## src/hw/rtl/hmb_pkg.sv

```systemverilog
// ----------------------------------------------------------------------------
// hmb_pkg: shared types and constants for the wrapped heightmap blur
// Control word layout, tap offset codes, register map and reset values.
// ----------------------------------------------------------------------------
package hmb_pkg;

  // Neighbor offset applied to a row or column coordinate
  typedef enum logic [1:0] {
    OFF_ZERO  = 2'd0,
    OFF_MINUS = 2'd1,
    OFF_PLUS  = 2'd2
  } off_t;

  // One microcode word; drives the datapath during its step
  typedef struct packed {
    logic rd;       // read store at neighbor address
    logic wr;       // write latched pixel at center address
    logic acc_clr;  // clear accumulator
    logic mul;      // product <= read data * tap
    logic acc;      // accumulator += product
    logic scale;    // scaled <= accumulator * gain
    logic emit;     // load result registers, pulse done
    logic jmp_wr;   // jump to write routine if op is a store
    logic fin;      // last step, return to idle
    off_t roff;     // row offset of this read
    off_t coff;     // column offset of this read
  } uword_t;

  localparam int UPC_W = 4;
  localparam logic [UPC_W-1:0] UPC_QUERY = 4'd0;
  localparam logic [UPC_W-1:0] UPC_WRITE = 4'd13;

  // Operations
  localparam logic OP_WRITE = 1'b0;
  localparam logic OP_QUERY = 1'b1;

  // Arithmetic widths
  localparam int COEF_W  = 16;
  localparam int PROD_W  = 25;   // 8-bit unsigned sample (9 bits signed) x 16-bit tap
  localparam int ACC_W   = 30;   // nine products
  localparam int SCALE_W = 16;
  localparam int SPROD_W = ACC_W + SCALE_W;
  localparam int FRAC_W  = 14;
  localparam int LG_W    = 4;
  localparam logic [LG_W-1:0] MIN_LOG2 = 4'd4;

  // Register map (index = paddr[5:3])
  localparam logic [2:0] REG_MAP_LOG2  = 3'd0;
  localparam logic [2:0] REG_K_TOP     = 3'd1;
  localparam logic [2:0] REG_K_MID     = 3'd2;
  localparam logic [2:0] REG_K_BOTTOM  = 3'd3;
  localparam logic [2:0] REG_VSCALE    = 3'd4;

  localparam logic [3:0]  RST_MAP_LOG2 = 4'd8;
  localparam logic [47:0] RST_K_EDGE   = 48'h01EC_07AE_01EC;
  localparam logic [47:0] RST_K_MID    = 48'h07AE_199A_07AE;
  localparam logic [15:0] RST_VSCALE   = 16'h0100;

endpackage

```

## src/hw/rtl/hmb_useq.sv

```systemverilog
// ----------------------------------------------------------------------------
// hmb_useq: microcode sequencer
// Step counter over a control ROM, with a conditional jump on the op code.
// ----------------------------------------------------------------------------
module hmb_useq (
  input  logic            clk,
  input  logic            rst,
  input  logic            start,
  input  logic            op_wr,
  output logic            busy,
  output logic            accept,
  output hmb_pkg::uword_t uw
);

  logic [hmb_pkg::UPC_W-1:0] upc;
  hmb_pkg::uword_t           rom_word;

  // Control ROM
  function automatic hmb_pkg::uword_t urom(input logic [hmb_pkg::UPC_W-1:0] a);
    hmb_pkg::uword_t w;
    w = '0;
    w.roff = hmb_pkg::OFF_ZERO;
    w.coff = hmb_pkg::OFF_ZERO;
    unique case (a)
      4'd0: begin
        w.rd = 1'b1; w.acc_clr = 1'b1; w.jmp_wr = 1'b1;
        w.roff = hmb_pkg::OFF_MINUS; w.coff = hmb_pkg::OFF_MINUS;
      end
      4'd1: begin
        w.rd = 1'b1; w.mul = 1'b1;
        w.roff = hmb_pkg::OFF_MINUS; w.coff = hmb_pkg::OFF_ZERO;
      end
      4'd2: begin
        w.rd = 1'b1; w.mul = 1'b1; w.acc = 1'b1;
        w.roff = hmb_pkg::OFF_MINUS; w.coff = hmb_pkg::OFF_PLUS;
      end
      4'd3: begin
        w.rd = 1'b1; w.mul = 1'b1; w.acc = 1'b1;
        w.roff = hmb_pkg::OFF_ZERO; w.coff = hmb_pkg::OFF_MINUS;
      end
      4'd4: begin
        w.rd = 1'b1; w.mul = 1'b1; w.acc = 1'b1;
        w.roff = hmb_pkg::OFF_ZERO; w.coff = hmb_pkg::OFF_ZERO;
      end
      4'd5: begin
        w.rd = 1'b1; w.mul = 1'b1; w.acc = 1'b1;
        w.roff = hmb_pkg::OFF_ZERO; w.coff = hmb_pkg::OFF_PLUS;
      end
      4'd6: begin
        w.rd = 1'b1; w.mul = 1'b1; w.acc = 1'b1;
        w.roff = hmb_pkg::OFF_PLUS; w.coff = hmb_pkg::OFF_MINUS;
      end
      4'd7: begin
        w.rd = 1'b1; w.mul = 1'b1; w.acc = 1'b1;
        w.roff = hmb_pkg::OFF_PLUS; w.coff = hmb_pkg::OFF_ZERO;
      end
      4'd8: begin
        w.rd = 1'b1; w.mul = 1'b1; w.acc = 1'b1;
        w.roff = hmb_pkg::OFF_PLUS; w.coff = hmb_pkg::OFF_PLUS;
      end
      4'd9:  begin w.mul = 1'b1; w.acc = 1'b1; end
      4'd10: begin w.acc = 1'b1; end
      4'd11: begin w.scale = 1'b1; end
      4'd12: begin w.emit = 1'b1; w.fin = 1'b1; end
      4'd13: begin w.wr = 1'b1; w.fin = 1'b1; end
      default: begin w.fin = 1'b1; end
    endcase
    return w;
  endfunction

  assign rom_word = urom(upc);
  assign uw       = busy ? rom_word : '0;
  assign accept   = start & ~busy;

  // Step counter
  always_ff @(posedge clk) begin
    if (rst) begin
      busy <= 1'b0;
      upc  <= hmb_pkg::UPC_QUERY;
    end else if (accept) begin
      busy <= 1'b1;
      upc  <= hmb_pkg::UPC_QUERY;
    end else if (busy) begin
      if (rom_word.fin) begin
        busy <= 1'b0;
      end else if (rom_word.jmp_wr && op_wr) begin
        upc <= hmb_pkg::UPC_WRITE;
      end else begin
        upc <= upc + 1'b1;
      end
    end
  end

endmodule

```

## config.mk

```make
export PLATFORM = sky130hd
export DESIGN_NAME = hmb_useq
export DESIGN_NICKNAME = d
export VERILOG_FILES = /design/src/hw/rtl/hmb_pkg.sv /design/src/hw/rtl/hmb_useq.sv
export SDC_FILE = /design/constraint.sdc
export NUM_CORES = 1
export LEC_CHECK = 0
export BUFFER_PORTS_ARGS = -buffer_cell sky130_fd_sc_hd__buf_2
export CAP_MARGIN = 20
export CORE_AREA = 2 2 39 41
export DETAILED_ROUTE_END_ITERATION = 8
export DIE_AREA = 0 0 41 43
export MAX_ROUTING_LAYER = met4
export PLACE_DENSITY = 0.7
export SLEW_MARGIN = 20
export SYNTH_ARGS = -nofsm -noshare
export SYNTH_HDL_FRONTEND = slang
export SYNTH_SLANG_ARGS = --single-unit
```

## constraint.sdc

```tcl
create_clock -name clk -period 2.45 [get_ports clk]
set_input_delay 0.3675 -clock clk [delete_from_list [all_inputs] [get_ports clk]]
set_output_delay 0.3675 -clock clk [all_outputs]
set_load 0.01 [all_outputs]
```

-- Yosys cells after proc, flatten, opt, wreduce, memory -nomap -nowiden
Cells that the tools add are included.
- add/subtract/negate cells: 1
- eq/ne operators: 13
- mux-type cells: 14
- bitwise logic cells: 2
- reduce and logical (&&, ||, !) cells: 8
- operators by type and width (kind ; number):
    case mux 4 bit (8 select lines) ; 1
    OR reduction 9 bit ; 3
    equality test 4 bit, second input constant ; 6
    equality test 4 x 3 -> 1 bit, second input constant ; 4
    2-to-1 mux 13 bit ; 1
    OR reduction 12 bit ; 1
    2-to-1 mux 1 bit ; 11
    equality test 4 x 2 -> 1 bit, second input constant ; 2
    adder 4 x 1 -> 4 bit, second input constant ; 1
    equality test 4 x 1 -> 1 bit, second input constant ; 1
    zero test 4 bit ; 1
    2-to-1 mux 4 bit ; 1
    AND reduction 2 bit ; 1
    OR reduction 2 bit ; 1
    AND 1 bit ; 1
    logical AND 1 bit ; 1
    inverter 1 bit ; 1
- bits in registers: 5
- output and inout bits: 15

-- Logic depth before layout (Yosys ltp)
- depth after elaboration: 5
- gate-level depth with buffers: 7
- depth with buffers taken out: 5

-- Worst setup path after synthesis
No wires, ideal clock.
- path kind: reg2out
- start point: register upc[0] (netlist bit)
- end point: output uw[4] (netlist bit)
- arrival time: 1.667 ns
- required time: 2.082 ns
- path slack: 0.415 ns
- stages on the path, launching flop included: 7
- path buffers: 2
- path through: dfxtp_1 > inv_1 > ha_1 > buf_6 > or4_4 > buf_6 > a21boi_1
- RTL lines (what ; line ; text):
    from (decl) ; hmb_useq.sv:15 ; logic [hmb_pkg::UPC_W-1:0] upc;
    from (signal assigned) ; hmb_useq.sv:79 ; upc <= hmb_pkg::UPC_QUERY;
    from (signal assigned) ; hmb_useq.sv:82 ; upc <= hmb_pkg::UPC_QUERY;
    from (signal assigned) ; hmb_useq.sv:87 ; upc <= hmb_pkg::UPC_WRITE;
    to (decl) ; hmb_useq.sv:12 ; output hmb_pkg::uword_t uw

==> results.sh <==
export IMPL_status="finished clean"
export IMPL_grt_pass1_vias=456
export IMPL_min_to="upc[1]"
export IMPL_synth_area_leaders="dfxtp_1 18%, ha_1 9.2%, nor2_1 5.5%"
export IMPL_synth_edf_count=0
export IMPL_p_leak_nw=0.279
export IMPL_fin_nets=96
export IMPL_grt_pass1_wl_mm=2.03
export IMPL_yosysSeqAreaShare=0.185
export IMPL_crit_fanout=8
export IMPL_grt_overflow_total=0
export IMPL_rrSetupSlack_ps=540
export IMPL_io_pins=19
export IMPL_dieArea_um2=1760
export IMPL_cts_tree="built"
export IMPL_worst_endpoint_required_ps=2080
export IMPL_drc=0
export IMPL_instances_no_fill=103
export IMPL_cp_slowest_stage_delay_ps=610
export IMPL_hold_path_startpoint="rst"
export IMPL_fin_skew_ps=3.33
export IMPL_cts_buffers=3
export IMPL_tightestPinTransition_ps=619
export IMPL_critPathKind="register to output port"
export IMPL_synth_avg_cell_area_um2=7.52
export IMPL_ys_ff_latch=5
export IMPL_initial_core_util=0.392
export IMPL_fp_dieH_um=43
export IMPL_clockBufferDepth=2
export IMPL_ir_drop_uv=219
export IMPL_grtUsageTotal=0.176
export IMPL_synthCells=72
export IMPL_ant_nets=0
export IMPL_worst_path_max_delay_cell="or4_4"
export IMPL_vias=599
export IMPL_crit_buf_inv=2
export IMPL_netlist_area_leader_share=0.185
export IMPL_hold_violations=0
export IMPL_n_fill_cell=144
export IMPL_io_buffer_count=18
export IMPL_maxSlewHeadroom=0.587
export IMPL_coreArea_um2=1380
export IMPL_fin_hold_ws_ps=360
export IMPL_htreeDepth=1
export IMPL_areaGrowthSynthToFinish_pct=17.3
export IMPL_power_density_nw_per_um2=461
export IMPL_drt_pass1_iterations=4
export IMPL_dpl_hpwl_um=945
export IMPL_cts_sinks=5
export IMPL_end_kind="output port"
export IMPL_clock_fmax_mhz=434
export IMPL_rsz0062_at_grt="no"
export IMPL_routed_via_density=5.82
export IMPL_yosysWarnings=0
export IMPL_wl_mm=1.32
export IMPL_fin_setup_tns_ps=0
export IMPL_reg2regPathDepth=5
export IMPL_dp_slack_ps=325
export IMPL_regArea_um2=100
export IMPL_whs_path_depth=2
export IMPL_wire_per_inst_um=12.8
export IMPL_clkSlewWorstSetupHoldPaths_ps=40
export IMPL_grt_max_degree=22
export IMPL_multi_input_area_um2=384
export IMPL_synth_flop_cell="dfxtp_1"
export IMPL_setup_viol=0
export IMPL_crit_chain="inv_1 -> ha_1 -> or4_4 -> a21boi_1 -> buf_2"
export IMPL_post_synth_top_area_cell="dfxtp_1"
export IMPL_num_antenna_cells=0
export IMPL_num_rows=14
export IMPL_synth_nets=80
export IMPL_drtIter0Drc=10
export IMPL_ys_types=33
export IMPL_dp_cells=99
export IMPL_path_delay_family="simple AND/OR/NAND/NOR gates"
export IMPL_syn_area_um2=542
export IMPL_synthArstFlopShare=0
export IMPL_worst_ep_arrival_time_ps=1940
export IMPL_hold_buffers=0
export IMPL_regToRegEndpoint="upc[0]"
export IMPL_antenna_found_initial=0
export IMPL_cap_viol_max_count=0
export IMPL_finalWorstSetupSlack_ps=146
export IMPL_routabilityCongestion=0.763
export IMPL_layout_min_cycle_time_ps=2300
export IMPL_hold_path_class="input pin to register"
export IMPL_cts_root_buf="clkbuf_4"
export IMPL_drv_slew=0
export IMPL_clk_latency_ps=240
export IMPL_die_w_um=41
export IMPL_fin_crit_sh=0.941
export IMPL_start_kind="register"
export IMPL_drive_gt1_frac=0.299
export IMPL_reg2reg_from="upc[1]"
export IMPL_post_cts_setup_buffer_count=0
-- where the power goes --
| part | internal (mW) | switching (mW) | leakage (nW) | total (mW) |
|---|---|---|---|---|
| Combinational | 0.0442 | 0.0508 | 0.223 | 0.0950 |
| Sequential | 0.0871 | 0.0157 | 0.0409 | 0.103 |
| Clock | 0.0616 | 0.0336 | 0.0150 | 0.0952 |
-- final cells by class --
class / instances / area share
multi-input combinational: 56 / 0.604
sequential: 5 / 0.157
timing repair buffer: 18 / 0.142
clock buffer: 4 / 0.0413
tap: 16 / 0.0315
inverter: 4 / 0.0236
-- per-layer routing --
| metal | track usage | up-vias | part of all wire |
|---|---|---|---|
| li1 | - | 289 | - |
| met1 | 0.243 | 281 | 0.44 |
| met4 | 0.120 | 0 | 0.023 |
| met2 | 0.225 | 24 | 0.48 |
| met5 | - | - | 0 |
| met3 | 0.0314 | 5 | 0.053 |
-- synth_stat cells, types with 3 or more instances --
cell / n
nor2_1: 8
dfxtp_1: 5
nand2_1: 5
o21ai_0: 5
clkbuf_1: 4
ha_1: 4
inv_1: 4
nor3_1: 4
and3_1: 3
nor2b_1: 3
-- sequential cells by signal, indices dropped and copies added, names as in the netlist --
name	flops
busy	1
upc	4
-- kinds of logic after synthesis --
family	after synthesis	share of synthesized area
AND/OR/NAND/NOR	32	0.326
AO/OA/AOI/OAI	19	0.268
buffers and inverters	11	0.111
flip-flops	5	0.185
adder cells (fa/ha/maj)	4	0.0924
multiplexers	1	0.0185
-- repair_timing --
item / CTS / global route
hold endpoints to repair: 0 / 0
endpoints found under the setup margin: 0 / 2
resized for setup: 0 / 1
-- placed cells by master (no fill, tap or decap), drive strengths merged, types with 3 or more instances in the layout --
cell    Yosys  final
a21oi       3      3
and3        4      4
buf         3     18
clkbuf      4      4
dfxtp       5      5
ha          4      4
inv         4      4
nand2       5      5
nor2        8      8
nor2b       3      3
nor3        4      4
o21ai       5      5
-- worst max path at each step --
stage	from	endpoint	slack, ps	cells after the start
floorplan	upc[0]	uw[4]	420	6
global placement	upc[0]	uw[4]	370	5
detailed placement	upc[0]	uw[4]	320	5
CTS	upc[0]	uw[4]	60	5
global route	upc[0]	uw[12]	5	6
finish	upc[1]	uw[4]	150	5
-- stage by stage --
stage	power (mW)	utilization	instance area, um^2
after floorplan	0.179	-	542
after global placement	0.196	0.439	607
after detailed placement	0.198	0.439	607
after CTS	0.294	0.458	633
after global routing	0.316	0.459	636
final	0.293	0.459	636
No activity file was read; power rests on OpenSTA's default activity.
